===== src/rtl/core/thm_pkg.sv =====
`default_nettype none
// ----------------------------------------------------------------------------
// thm_pkg
// Shared constants and types for the thermistor ADC to temperature core.
// ----------------------------------------------------------------------------
package thm_pkg;

    localparam int ADC_BITS  = 10;
    localparam int ADC_W     = 10;
    localparam int MV_W      = 12;
    localparam int R_W       = 23;
    localparam int D_W       = 14;
    localparam int SLOPE_W   = 14;
    localparam int START_W   = 16;
    localparam int C_W       = 13;
    localparam int F_W       = 14;
    localparam int SEG_N     = 6;
    localparam int SEG_IDX_W = 3;

    // Serial divider operand widths
    localparam int NUM_W     = 26;
    localparam int DEN_W     = 15;
    localparam int CNT_W     = $clog2(NUM_W + 1);

    localparam int VREF_MV   = 3300;
    localparam int PULL_OHMS = 10000;
    localparam int R_MAX     = 33970;
    localparam int R_MIN     = 2484;

    // Doubled scale factors for round-to-nearest: (2*d*k + s) / (2*s)
    localparam int C_SCALE2  = 2000;
    localparam int F_SCALE2  = 3600;
    localparam int C_SEG_STEP = 1000;
    localparam int F_SEG_STEP = 1800;
    localparam int F_OFFSET   = 3200;
    localparam int C_MAX      = 6000;
    localparam int F_MAX      = 14000;

    localparam logic [START_W-1:0] SEG_START [SEG_N] =
        '{16'd33970, 16'd20310, 16'd12570, 16'd8034, 16'd5298, 16'd3586};
    localparam logic [START_W-1:0] SEG_END [SEG_N] =
        '{16'd20310, 16'd12570, 16'd8034, 16'd5298, 16'd3586, 16'd2484};
    localparam logic [SLOPE_W-1:0] SEG_SLOPE [SEG_N] =
        '{14'd13660, 14'd7740, 14'd4537, 14'd2737, 14'd1717, 14'd1102};

    typedef struct packed {
        logic             start;
        logic [NUM_W-1:0] num;
        logic [DEN_W-1:0] den;
    } div_req_t;

    typedef struct packed {
        logic             done;
        logic [NUM_W-1:0] quo;
    } div_rsp_t;

    typedef struct packed {
        logic                 ok;
        logic [SEG_IDX_W-1:0] idx;
        logic [START_W-1:0]   start;
        logic [SLOPE_W-1:0]   slope;
    } seg_t;

endpackage
`default_nettype wire


===== src/rtl/core/thermistor_adc_to_temperature_core.sv =====
`default_nettype none
// ----------------------------------------------------------------------------
// thermistor_adc_to_temperature_core
// Converts a thermistor ADC code to Celsius and Fahrenheit in 0.01 degrees
// through a six-segment piecewise-linear curve.
//
//   channel | signals                                         | dir
//   --------+-------------------------------------------------+-----
//   in      | in_valid, in_ready, adc_code                    | in
//   out     | out_valid, out_ready, celsius_centi,            | out
//           | fahrenheit_centi, in_range                      |
//
// An in-range transaction makes three passes through the shared bit-serial
// divider (resistance, Celsius fraction, Fahrenheit fraction), each giving 26
// quotient bits; an out-of-range one makes only the resistance pass.
// Reset clears the held temperature to 0 C / 32 F.
// A new transaction is taken while the previous result still waits; the
// finished result then waits for the output register to free up.
// ----------------------------------------------------------------------------
module thermistor_adc_to_temperature_core (
    input  wire logic                      clk,
    input  wire logic                      rst_n,
    input  wire logic                      in_valid,
    output logic                           in_ready,
    input  wire logic [thm_pkg::ADC_W-1:0] adc_code,
    output logic                           out_valid,
    input  wire logic                      out_ready,
    output logic [thm_pkg::C_W-1:0]        celsius_centi,
    output logic [thm_pkg::F_W-1:0]        fahrenheit_centi,
    output logic                           in_range
);
    import thm_pkg::*;

    typedef enum logic [3:0] {
        ST_IDLE,
        ST_MV,
        ST_RDIV,
        ST_RWAIT,
        ST_SEG,
        ST_CDIV,
        ST_CWAIT,
        ST_FDIV,
        ST_FWAIT,
        ST_OUT
    } state_t;

    localparam int MV_PROD_W = ADC_W + MV_W + 2;

    state_t               state_reg;
    logic [ADC_W-1:0]     code_reg;
    logic [MV_W-1:0]      mv_reg;
    logic [R_W-1:0]       r_reg;
    logic [D_W-1:0]       d_reg;
    logic [SLOPE_W-1:0]   slope_reg;
    logic [SEG_IDX_W-1:0] idx_reg;
    logic                 ok_reg;
    logic [C_W-1:0]       c_new_reg;
    logic [F_W-1:0]       f_new_reg;
    logic [C_W-1:0]       held_c_reg;
    logic [F_W-1:0]       held_f_reg;
    logic                 in_range_reg;
    logic                 out_valid_reg;

    logic [MV_PROD_W-1:0] mv_prod;
    logic [MV_W-1:0]      mv_next;
    logic [START_W-1:0]   d_next;
    div_req_t             div_req;
    div_rsp_t             div_rsp;
    seg_t                 seg;
    logic                 out_free;

    thm_serial_div u_div (
        .clk   (clk),
        .rst_n (rst_n),
        .req   (div_req),
        .rsp   (div_rsp)
    );

    thm_seg_sel u_seg (
        .r   (r_reg),
        .seg (seg)
    );

    assign mv_prod  = MV_PROD_W'(code_reg) * MV_PROD_W'(VREF_MV);
    assign mv_next  = MV_W'(mv_prod >> ADC_BITS);
    assign d_next   = seg.start - START_W'(r_reg);
    assign out_free = !out_valid_reg || out_ready;

    always_comb
    begin
        div_req.start = 1'b0;
        div_req.num   = '0;
        div_req.den   = '0;
        unique case (state_reg)
            ST_RDIV:
            begin
                div_req.start = 1'b1;
                div_req.num   = NUM_W'(mv_reg) * NUM_W'(PULL_OHMS);
                div_req.den   = DEN_W'(VREF_MV) - DEN_W'(mv_reg);
            end
            ST_CDIV:
            begin
                div_req.start = 1'b1;
                div_req.num   = NUM_W'(d_reg) * NUM_W'(C_SCALE2) + NUM_W'(slope_reg);
                div_req.den   = {slope_reg, 1'b0};
            end
            ST_FDIV:
            begin
                div_req.start = 1'b1;
                div_req.num   = NUM_W'(d_reg) * NUM_W'(F_SCALE2) + NUM_W'(slope_reg);
                div_req.den   = {slope_reg, 1'b0};
            end
            default:
            begin
                div_req.start = 1'b0;
            end
        endcase
    end

    always_ff @(posedge clk or negedge rst_n)
    begin
        if (!rst_n)
        begin
            state_reg     <= ST_IDLE;
            held_c_reg    <= '0;
            held_f_reg    <= F_W'(F_OFFSET);
            in_range_reg  <= 1'b0;
            out_valid_reg <= 1'b0;
            code_reg      <= '0;
            mv_reg        <= '0;
            r_reg         <= '0;
            d_reg         <= '0;
            slope_reg     <= '0;
            idx_reg       <= '0;
            ok_reg        <= 1'b0;
            c_new_reg     <= '0;
            f_new_reg     <= '0;
        end
        else
        begin
            if ((state_reg == ST_OUT) && out_free)
            begin
                out_valid_reg <= 1'b1;
            end
            else if (out_valid_reg && out_ready)
            begin
                out_valid_reg <= 1'b0;
            end
            unique case (state_reg)
                ST_IDLE:
                begin
                    if (in_valid)
                    begin
                        code_reg  <= adc_code;
                        state_reg <= ST_MV;
                    end
                end
                ST_MV:
                begin
                    mv_reg    <= mv_next;
                    state_reg <= ST_RDIV;
                end
                ST_RDIV:
                begin
                    state_reg <= ST_RWAIT;
                end
                ST_RWAIT:
                begin
                    if (div_rsp.done)
                    begin
                        r_reg     <= R_W'(div_rsp.quo);
                        state_reg <= ST_SEG;
                    end
                end
                ST_SEG:
                begin
                    ok_reg    <= seg.ok;
                    d_reg     <= D_W'(d_next);
                    slope_reg <= seg.slope;
                    idx_reg   <= seg.idx;
                    // Out of range: skip the fraction divisions, hold outputs
                    state_reg <= seg.ok ? ST_CDIV : ST_OUT;
                end
                ST_CDIV:
                begin
                    state_reg <= ST_CWAIT;
                end
                ST_CWAIT:
                begin
                    if (div_rsp.done)
                    begin
                        c_new_reg <= C_W'(idx_reg) * C_W'(C_SEG_STEP) + C_W'(div_rsp.quo);
                        state_reg <= ST_FDIV;
                    end
                end
                ST_FDIV:
                begin
                    state_reg <= ST_FWAIT;
                end
                ST_FWAIT:
                begin
                    if (div_rsp.done)
                    begin
                        f_new_reg <= F_W'(F_OFFSET) + F_W'(idx_reg) * F_W'(F_SEG_STEP)
                                     + F_W'(div_rsp.quo);
                        state_reg <= ST_OUT;
                    end
                end
                ST_OUT:
                begin
                    if (out_free)
                    begin
                        if (ok_reg)
                        begin
                            held_c_reg <= c_new_reg;
                            held_f_reg <= f_new_reg;
                        end
                        in_range_reg  <= ok_reg;
                        state_reg     <= ST_IDLE;
                    end
                end
                default:
                begin
                    state_reg <= ST_IDLE;
                end
            endcase
        end
    end

    assign in_ready         = (state_reg == ST_IDLE);
    assign out_valid        = out_valid_reg;
    assign celsius_centi    = held_c_reg;
    assign fahrenheit_centi = held_f_reg;
    assign in_range         = in_range_reg;

`ifndef ASSERT_OFF
    a_busy_after_accept: assert property (@(posedge clk) disable iff (!rst_n)
        (in_valid && in_ready) |=> !in_ready)
        else $error("input taken while a transaction is in progress");

    a_div_done_in_wait: assert property (@(posedge clk) disable iff (!rst_n)
        div_rsp.done |-> (state_reg == ST_RWAIT || state_reg == ST_CWAIT
                          || state_reg == ST_FWAIT))
        else $error("divider finished outside a wait state");

    a_result_bounds: assert property (@(posedge clk) disable iff (!rst_n)
        (out_valid && in_range) |-> (celsius_centi <= C_W'(C_MAX)
                                     && fahrenheit_centi <= F_W'(F_MAX)
                                     && fahrenheit_centi >= F_W'(F_OFFSET)))
        else $error("in-range temperature outside 0..60 C");
`endif

endmodule
`default_nettype wire


===== src/rtl/core/thm_serial_div.sv =====
`default_nettype none
// ----------------------------------------------------------------------------
// thm_serial_div
// Restoring divider, one quotient bit per cycle, numerator shifted MSB first.
// ----------------------------------------------------------------------------
module thm_serial_div (
    input  wire logic              clk,
    input  wire logic              rst_n,
    input  wire thm_pkg::div_req_t req,
    output thm_pkg::div_rsp_t      rsp
);
    import thm_pkg::*;

    logic [NUM_W-1:0] num_reg;
    logic [DEN_W-1:0] den_reg;
    logic [DEN_W-1:0] rem_reg;
    logic [CNT_W-1:0] cnt_reg;
    logic             busy_reg;
    logic             done_reg;

    logic [DEN_W:0]   trial;
    logic             q_bit;

    assign trial = {rem_reg, num_reg[NUM_W-1]};
    assign q_bit = (trial >= {1'b0, den_reg});

    always_ff @(posedge clk or negedge rst_n)
    begin
        if (!rst_n)
        begin
            busy_reg <= 1'b0;
            done_reg <= 1'b0;
            cnt_reg  <= '0;
            num_reg  <= '0;
            den_reg  <= '0;
            rem_reg  <= '0;
        end
        else
        begin
            done_reg <= 1'b0;
            if (req.start)
            begin
                num_reg  <= req.num;
                den_reg  <= req.den;
                rem_reg  <= '0;
                cnt_reg  <= CNT_W'(NUM_W);
                busy_reg <= 1'b1;
            end
            else if (busy_reg)
            begin
                // Quotient bits fill the numerator register from the bottom
                rem_reg <= q_bit ? DEN_W'(trial - {1'b0, den_reg}) : DEN_W'(trial);
                num_reg <= {num_reg[NUM_W-2:0], q_bit};
                cnt_reg <= cnt_reg - CNT_W'(1);
                if (cnt_reg == CNT_W'(1))
                begin
                    busy_reg <= 1'b0;
                    done_reg <= 1'b1;
                end
            end
        end
    end

    assign rsp.done = done_reg;
    assign rsp.quo  = num_reg;

endmodule
`default_nettype wire


===== src/rtl/core/thm_seg_sel.sv =====
`default_nettype none
// ----------------------------------------------------------------------------
// thm_seg_sel
// Range check and segment pick for a thermistor resistance.
// ----------------------------------------------------------------------------
module thm_seg_sel (
    input  wire logic [thm_pkg::R_W-1:0] r,
    output thm_pkg::seg_t                seg
);
    import thm_pkg::*;

    logic [SEG_N-1:0] hit;
    logic             in_win;

    assign in_win = (r <= R_W'(R_MAX)) && (r >= R_W'(R_MIN));

    always_comb
    begin
        for (int s = 0; s < SEG_N; s++)
        begin
            // An edge value belongs to the segment that ends there
            hit[s] = (r >= R_W'(SEG_END[s])) && ((r < R_W'(SEG_START[s])) || (s == 0));
        end
    end

    always_comb
    begin
        seg.ok    = 1'b0;
        seg.idx   = '0;
        seg.start = SEG_START[0];
        seg.slope = SEG_SLOPE[0];
        // Walk down so the lowest matching segment wins
        for (int s = SEG_N - 1; s >= 0; s--)
        begin
            if (hit[s])
            begin
                seg.ok    = in_win;
                seg.idx   = SEG_IDX_W'(s);
                seg.start = SEG_START[s];
                seg.slope = SEG_SLOPE[s];
            end
        end
    end

endmodule
`default_nettype wire


===== config.mk =====
export PLATFORM = sky130hd
export DESIGN_NAME = thermistor_adc_to_temperature_core
export DESIGN_NICKNAME = d
export VERILOG_FILES = /design/src/rtl/core/thm_pkg.sv /design/src/rtl/core/thermistor_adc_to_temperature_core.sv /design/src/rtl/core/thm_serial_div.sv /design/src/rtl/core/thm_seg_sel.sv
export SDC_FILE = /design/constraint.sdc
export NUM_CORES = 1
export LEC_CHECK = 0
export BUFFER_PORTS_ARGS = -buffer_cell sky130_fd_sc_hd__buf_2
export CORE_ASPECT_RATIO = 0.7
export CORE_MARGIN = 5
export CORE_UTILIZATION = 45
export CTS_BUF_LIST = sky130_fd_sc_hd__clkbuf_4
export CTS_CLUSTER_DIAMETER = 80
export CTS_CLUSTER_SIZE = 20
export DETAILED_ROUTE_END_ITERATION = 10
export GPL_TIMING_DRIVEN = 0
export SKIP_CTS_REPAIR_TIMING = 1
export SKIP_LAST_GASP = 1
export SLEW_MARGIN = 20
export SYNTH_ARGS = -nofsm -noshare
export SYNTH_HDL_FRONTEND = slang
export SYNTH_SLANG_ARGS = --single-unit
export TNS_END_PERCENT = 5

===== constraint.sdc =====
create_clock -name clk -period 11.1 [get_ports clk]
set_input_delay 1.11 -clock clk [delete_from_list [all_inputs] [get_ports clk]]
set_output_delay 1.11 -clock clk [all_outputs]
set_load 0.02 [all_outputs]

* Word-level counts from Yosys, hierarchy flattened
Cells that the tools add are included.
** Operators by class
- Add/subtract/negate cells :: 9
- Multipliers :: 6
- Divide/modulo/power cells :: 0
- Magnitude comparators :: 13
- Eq/ne operators :: 15
- Shifts and indexed selects :: 0
- Muxes and demuxes :: 30
- Bitwise gates (word level) :: 0
- Reduce and logical (&&, ||, !) cells :: 21
** Operator list (number)
- 34-bit 2-to-1 mux :: 6
- 41-bit case mux with 3 select lines :: 1
- 26-bit 2-to-1 mux :: 2
- 23-bit by 12-bit >= comparator with 1-bit output (second input constant) :: 2
- 23-bit by 13-bit >= comparator with 1-bit output (second input constant) :: 2
- 23-bit by 13-bit < comparator with 1-bit output (second input constant) :: 2
- 15-bit 2-to-1 mux :: 3
- 4-bit case mux with 10 select lines :: 1
- 25-bit by 14-bit adder with 26-bit output :: 1
- 26-bit by 14-bit adder with 26-bit output :: 1
- 4-bit 2-to-1 mux :: 6
- 23-bit by 14-bit >= comparator with 1-bit output (second input constant) :: 1
- 23-bit by 15-bit >= comparator with 1-bit output (second input constant) :: 1
- 23-bit by 16-bit less-or-equal comparator with 1-bit output (second input constant) :: 1
- 23-bit by 12-bit < comparator with 1-bit output (second input constant) :: 1
- 23-bit by 14-bit < comparator with 1-bit output (second input constant) :: 1
- 23-bit by 15-bit < comparator with 1-bit output (second input constant) :: 1
- 12-bit by 10-bit multiplier with 22-bit output (second input constant) :: 1
- 14-bit by 8-bit multiplier with 22-bit output (second input constant) :: 1
- 14-bit by 7-bit multiplier with 21-bit output (second input constant) :: 1
- 10-bit by 10-bit multiplier with 20-bit output (second input constant) :: 1
- 4-bit by 3-bit equality test with 1-bit output (second input constant) :: 4
- 16-bit by 15-bit >= comparator with 1-bit output :: 1
- 15-bit subtractor :: 1
- other kinds (25) :: 51
** Storage, ports and cells
- Register bits after elaboration :: 200
- Latch bits :: 0
- Bits in writable memories :: 0
- Bits in read-only memories :: 0
- Input port bits :: 14
- Word-level logic and storage cells :: 114
- Memories kept :: 0

* Logic depth before layout (Yosys ltp)
Gate-level depths: netlist of run 1.
- Word-level depth :: 10
- Depth in mapped cells :: 21
- Mapped depth without buffers :: 20

* Cells and area by module
From an unflattened synthesis of run 1, not the netlist that was laid out.
** Unflattened totals
- Cells, all modules :: 2111
- Area total of the unflattened synthesis :: 20000.4 um^2
** By module, submodules not included
- thermistor_adc_to_temperature_core :: times used 1, cells each 1612, area each 15618.7 um^2, seq. area each 3432.0 um^2
- thm_serial_div :: times used 1, cells each 403, area each 3707.3 um^2, seq. area each 1576.5 um^2
- thm_seg_sel :: times used 1, cells each 96, area each 674.4 um^2, seq. area each 0.0 um^2

* Worst setup path before layout of run 1
No wires, ideal clock.
- Path type :: register to register
- From :: register d_reg[0]
- To :: register u_div.num_reg[23]
- Library setup time :: 0.120 ns
- Arrival :: 5.473 ns
- Path slack :: 5.507 ns
- Cell stages (with the launch flop) :: 21
- Path buffers :: 1
- Clock period less this slack :: 5.593 ns
- Path through :: dfrtp_1 > fa_1 > fa_1 > inv_1 > fa_1 > fa_1 > inv_1 > ha_1 > o211ai_1 > a21o_1 > nor2b_1 > xor2_1 > a21oi_1 > ha_1 > nand3_1 > a211oi_1 > o32ai_1 > or4_1 > buf_2 > or3_1 > a31o_2
** Between the ends
- Word-level cells in the longest chain between the ends :: 4
** RTL lines
- start, declared :: RTL line thermistor_adc_to_temperature_core.sv:53 : logic [D_W-1:0] d_reg;
- start signal, assigned :: RTL line thermistor_adc_to_temperature_core.sv:178 : d_reg <= D_W'(d_next);
- 14-bit by 8-bit multiplier with 22-bit output / 14-bit by 7-bit multiplier with 21-bit output (equally long branches) :: RTL line thermistor_adc_to_temperature_core.sv:110, thermistor_adc_to_temperature_core.sv:104
- 26-bit by 14-bit adder with 26-bit output / 25-bit by 14-bit adder with 26-bit output (equally long branches) :: RTL line thermistor_adc_to_temperature_core.sv:110, thermistor_adc_to_temperature_core.sv:104
- 41-bit case mux with 3 select lines * :: RTL line thermistor_adc_to_temperature_core.sv:94 : unique case (state_reg)
- 26-bit 2-to-1 mux * :: RTL line thm_serial_div.sv:41 : if (req.start)
- end signal, assigned :: RTL line thm_serial_div.sv:43 : num_reg <= req.num;
- end signal, assigned :: RTL line thm_serial_div.sv:53 : num_reg <= {num_reg[NUM_W-2:0], q_bit};
- end, declared :: RTL line thm_serial_div.sv:14 : logic [NUM_W-1:0] num_reg;
Every way passes the cells marked *; elsewhere a longest branch is shown, timed or not.
A chain may end at the register's enable or synchronous reset.

* Worst setup path in the final report of run 1
- From :: register d_reg[1]
- To :: register u_div.num_reg[25]
The elaborated chain is that of the path after synthesis.

==> impl_metrics.json, run 1 <==
{
  "hp-class": "in2async",
  "arrival_ns": 6.93,
  "leakage_nw": 11.0,
  "stdcell_count": 2687,
  "largest_register_ffs": 26,
  "num_vias": 15100,
  "die_w_um": 257,
  "crit_path_start_kind": "flip-flop",
  "busiest_layer": "met1",
  "grt_pass1_vias": 14600,
  "yosysUniqueCellTypes": 91,
  "clock_latency_ns": 0.67,
  "place.gp.congestion": 0.865,
  "drv_slew": 0,
  "relSlewSlack": 0.332,
  "grt.total_usage": 0.209,
  "die_h_um": 183,
  "clockBufferDepth": 2,
  "dieArea_um2": 47200,
  "drtIter0Drc": 1187,
  "ys_seq_elements": 198,
  "place_area_um2": 20300,
  "wl_um": 48500,
  "fin_crit_sh": 0.572,
  "place.detailed.hpwl_um": 39700,
  "dr.pass1.iters": 6,
  "power_mw": 1.18,
  "power.density_nw_per_um2": 57.1,
  "port_buffers": 43,
  "syn_area_um2": 19300,
  "syn-mean-instance-area_um2": 9.37,
  "antenna_found_initial": 1,
  "grt-ovfl-total": 0,
  "coreArea_um2": 42300,
  "fin_worst_skew_ns": 0.0294,
  "fin_area_um2": 20600,
  "grt_use_met2": 0.308,
  "wire_per_inst_um": 18.0,
  "synth_edf_count": 0,
  "htree_levels": 4,
  "synth-main-ff-cell": "dfrtp_1",
  "cts-root-buf": "clkbuf_4",
  "cts_sinks": 198,
  "status": "finished, final reports clean",
  "cts-buffers-inserted": 17,
  "path_clk_slew_ns": 0.20,
  "crit_type": "reg2reg",
  "grt_pass1_wl_um": 79800,
  "ant_nets": 0,
  "use_met1": 0.325,
  "syn_nets": 2480,
  "fill_cells": 3975,
  "route.detailed.drc": 0,
  "rsz0062_at_grt": "false",
  "final_cell_mix": "ha_1, inv_1, dfrtp_1",
  "vdd_drop_max_mv": 0.0646,
  "placed_cells": 2654,
  "max_freq_mhz": 157,
  "setup_viol": 0,
  "yosysWarnings": 0,
  "ioPinCount": 44,
  "crit_required_ns": 11.68,
  "routed_via_density": 5.62,
  "fin_tns_setup_ns": 0,
  "tightest_slew_ns": 1.00,
  "synthArstFlopShare": 1.00,
  "end_kind": "flip-flop",
  "finalHoldViolations": 0,
  "num_rows": 63,
  "mostFrequentLayoutCell": "ha_1",
  "grt_start_max_net_pins": 89,
  "seq_area_frac_synth": 0.257,
  "fin_crit_ns": 6.35,
  "area_growth_pct": 6.83,
  "nets": 2544,
  "initial_core_util": 0.455,
  "path_max_fanout": 8,
  "maxCapViolCount": 0,
  "cts_tree": "yes",
  "grtUsageMet3": 0.0337,
  "synthCells": 2057,
  "drive_above_1_share": 0.0890
}
[layer usage]
layer | vias to the layer above | wire, um
met5 | - | 0
met2 | 357 | 20300
li1 | 7267 | -
met1 | 7428 | 24800
met3 | 52 | 2640
met4 | 0 | 779
[cell families (layout without fill, tap and decap cells)]
group           after synthesis  after routing  share of synthesized area
flops                       198            198                      0.257
simple gates                463            463                      0.115
other cells                   0              1                          0
buf+inv                     348            425                     0.0698
compound gates              448            448                      0.154
xor+xnor                     97             97                     0.0441
fa+ha+maj                   409            409                      0.307
mux                          94             94                     0.0530
[area by class of cell]
type / instances / area [um^2] / share of cell area
clock inverter: 15 / 210 / 0.0102
timing repair buffer: 45 / 280 / 0.0136
clock buffer: 17 / 128 / 0.00620
multi-input combinational: 1511 / 13000 / 0.630
antenna: 1 / 2.50 / 0.000121
buffer: 56 / 250 / 0.0121
sequential: 198 / 4960 / 0.241
inverter: 292 / 1100 / 0.0532
tap: 552 / 691 / 0.0335
[Yosys cell counts (all sizes together) (18+ instances only)]
master | n | area share
inv | 292 | 0.057
xor2 | 33 | 0.015
fa | 107 | 0.11
o31ai | 18 | 0.0070
nor3 | 45 | 0.012
a211oi | 31 | 0.014
mux2 | 64 | 0.037
nor2 | 110 | 0.021
nand2b | 18 | 0.0058
nor2b | 19 | 0.0063
nand2 | 157 | 0.031
mux2i | 30 | 0.016
clkbuf | 44 | 0.0088
ha | 302 | 0.20
a21o | 30 | 0.012
nand3 | 23 | 0.0060
dfrtp | 195 | 0.25
a21oi | 94 | 0.024
a31oi | 24 | 0.0078
o21ai | 118 | 0.031
xnor2 | 64 | 0.029
[worst max-delay path: stages, from the launching register on]
cell and delay, ns:
dfrtp_1 0.53, inv_1 0.21, fa_1 0.62, fa_1 0.45, fa_1 0.49, fa_1 0.52, inv_1 0.05, ha_1 0.34
o211ai_1 0.12, a21o_1 0.23, nor2b_1 0.24, xor2_1 0.18, a21oi_1 0.10, ha_1 0.40, nand3_1 0.09, a211oi_1 0.28
o32ai_1 0.22, or4_1 0.42, buf_2 0.18, or4_1 0.40, o211ai_1 0.19
[report_power, final]
part                   switching, mW  leakage, nW  internal (mW)  total (mW)
combinational                 0.0150         8.13        0.00418      0.0192
sequential     0.0000000000000000121         2.75          0.722       0.722
clock                          0.305        0.166          0.130       0.435
total                          0.320         11.0          0.856        1.18
[worst paths after layout]
check | from | endpoint | slack (ns) | cells past startpoint
min in group clk | c_new_reg[7] | c_new_reg[7] | 0.50 | 2
setup / recovery | d_reg[1] | u_div.num_reg[25] | 4.75 | 20
hold reg to reg | c_new_reg[7] | c_new_reg[7] | 0.50 | 2
setup reg to reg | d_reg[1] | u_div.num_reg[25] | 4.75 | 20
max in group asynchronous | rst_n | code_reg[4] | 10.08 | 2
hold / removal | rst_n | fahrenheit_centi[9] | 0.26 | 1
[stage by stage]
stage           util  worst slack (ns)  hold WS [ns]
2_1_floorplan      -              5.51         0.442
3_3_place_gp   0.477              4.91         0.459
3_5_place_dp   0.479              4.84         0.465
4_1_cts        0.487              4.75         0.208
5_1_grt        0.487              4.40         0.194
6_report       0.487              4.75         0.259
(Power assumes the default switching activity.)
==> run 2: changes to the inputs <==
==> constraint.sdc (replaced) <==
create_clock -name clk -period 5.7 [get_ports clk]
set_input_delay 0.57 -clock clk [delete_from_list [all_inputs] [get_ports clk]]
set_output_delay 0.57 -clock clk [all_outputs]
set_load 0.02 [all_outputs]
==> impl_metrics.json, run 2 (synthesis results as in run 1) <==
{
  "crit_type": "reg2reg",
  "final_cell_mix": "ha_1, inv_1, dfrtp_1",
  "path_clk_slew_ns": 0.20,
  "placed_cells": 2654,
  "critical_path.cell_chain": "clkinvlp_4, fa_1, fa_1, fa_1, fa_1, inv_2, ha_4, o211ai_1, a21o_1, nor2b_4, xor2_2, a21oi_2, ha_4, nand3_2, a211oi_4, o32ai_4, or4_4, buf_6, or4_1, o211ai_1",
  "fill_cells": 3945,
  "ant_nets": 0,
  "arrival_ns": 6.47,
  "end_kind": "flip-flop",
  "wl_um": 48700,
  "num_rows": 63,
  "ioPinCount": 44,
  "fin_ws_ns": -0.192,
  "grt_pass1_wl_um": 79800,
  "dp_slack_ns": -0.561,
  "cts_tree": "yes",
  "antenna_found_initial": 1,
  "place_area_um2": 20300,
  "status": "finished, violations left",
  "stdcell_count": 2700,
  "area_growth_pct": 8.11,
  "r2r_slack_ns": -0.19,
  "leakage_nw": 11.1,
  "path_max_fanout": 8,
  "max_freq_mhz": 170,
  "vdd_drop_max_mv": 0.126,
  "setup_viol": 4,
  "drv_slew": 0,
  "place.detailed.hpwl_um": 39700,
  "grt_start_max_net_pins": 89,
  "mostFrequentLayoutCell": "ha_1",
  "drtIter0Drc": 1169,
  "relSlewSlack": 0.353,
  "cts-root-buf": "clkbuf_4",
  "final_core_util": 0.492,
  "cts-buffers-inserted": 17,
  "dr.pass1.iters": 5,
  "route.detailed.drc": 0,
  "fin_crit_sh": 1.03,
  "die_h_um": 183,
  "routed_via_density": 5.60,
  "crit_slowest_cell": "fa_1",
  "cts_sinks": 198,
  "tightest_slew_ns": 0.970,
  "maxCapViolCount": 0,
  "fin_crit_ns": 5.89,
  "crit_required_ns": 6.28,
  "place.gp.congestion": 0.865,
  "fin_worst_skew_ns": 0.0320,
  "rsz0062_at_grt": "true",
  "power.density_nw_per_um2": 110,
  "drive_above_1_share": 0.107,
  "port_buffers": 43,
  "fin_area_um2": 20800,
  "grt.total_usage": 0.209,
  "clock_latency_ns": 0.67,
  "violations": "negative setup slack",
  "hp-class": "in2reg",
  "power_mw": 2.29,
  "grt-ovfl-total": 0,
  "crit_top_cell": "fa_1",
  "slowest_delay_ns": 0.61,
  "nets": 2557,
  "largest_register_ffs": 26,
  "grt_pass1_vias": 14600,
  "dieArea_um2": 47200,
  "die_w_um": 257,
  "coreArea_um2": 42300,
  "finalHoldViolations": 0,
  "wire_per_inst_um": 18.1,
  "crit_path_start_kind": "flip-flop",
  "htree_levels": 4,
  "clockBufferDepth": 2,
  "num_vias": 15100,
  "initial_core_util": 0.455
}
==> run 2: cell count changes in the layout (fill, tap and decap cells not counted), moves of 3 or more <==
cell     delta
buf_4      +12
dfrtp_1     -8
dfrtp_2     +8
ha_1        -4
ha_4        +4
inv_1       -6
inv_2       +3
==> run 2: layer usage <==
| layer | share of wire | vias to the layer above | GRT usage |
|---|---|---|---|
| li1 | - | 7283 | - |
| met1 | 0.51 | 7415 | 0.325 |
| met2 | 0.42 | 352 | 0.308 |
| met3 | 0.054 | 57 | 0.0337 |
| met4 | 0.017 | 0 | 0.0440 |
| met5 | 0 | - | 0 |
==> run 2: layout make-up <==
| cell class | instances | area (um^2) | area share |
|---|---|---|---|
| antenna | 1 | 2.50 | 0.000120 |
| inverter | 292 | 1110 | 0.0531 |
| tap | 552 | 691 | 0.0331 |
| clock buffer | 17 | 128 | 0.00612 |
| multi-input combinational | 1511 | 13100 | 0.629 |
| buffer | 56 | 256 | 0.0123 |
| sequential | 198 | 4970 | 0.238 |
| clock inverter | 15 | 210 | 0.0101 |
| timing repair buffer | 58 | 380 | 0.0182 |
==> run 2: metrics by stage <==
stage                     TNS [ns]  hold WS (ns)
after floorplan                  0         0.274
after global placement       -2.07         0.459
after detailed placement     -2.56         0.452
after CTS                    -3.35        -0.332
after global routing         -1.84        0.0784
final                       -0.544         0.135
==> run 2: worst paths after layout <==
| kind | from | to | depth (start not counted) |
|---|---|---|---|
| setup / recovery | d_reg[2] | u_div.num_reg[25] | 20 |
| hold reg to reg | c_new_reg[7] | c_new_reg[7] | 2 |
| min in group asynchronous | rst_n | fahrenheit_centi[9] | 2 |
| setup reg to reg | d_reg[2] | u_div.num_reg[25] | 20 |
| hold / removal | adc_code[1] | code_reg[1] | 2 |
| max in group asynchronous | rst_n | code_reg[4] | 3 |
==> run 2: worst max-delay path, delay by kind of cell (launching register included) <==
| kind | cells | cell delay (ns) |
|---|---|---|
| adder cells (fa/ha/maj) | 6 | 2.63 |
| XOR/XNOR | 1 | 0.15 |
| AO/OA/AOI/OAI | 6 | 0.99 |
| AND/OR/NAND/NOR | 4 | 1.18 |
| buffers and inverters | 3 | 0.38 |
| flip-flops | 1 | 0.49 |
==> run 2: where the power goes <==
group	internal [mW]	switching, mW
registers	1.41	0.0000000000000000236
logic	0.00856	0.0295
clock network	0.253	0.593
total	1.67	0.622
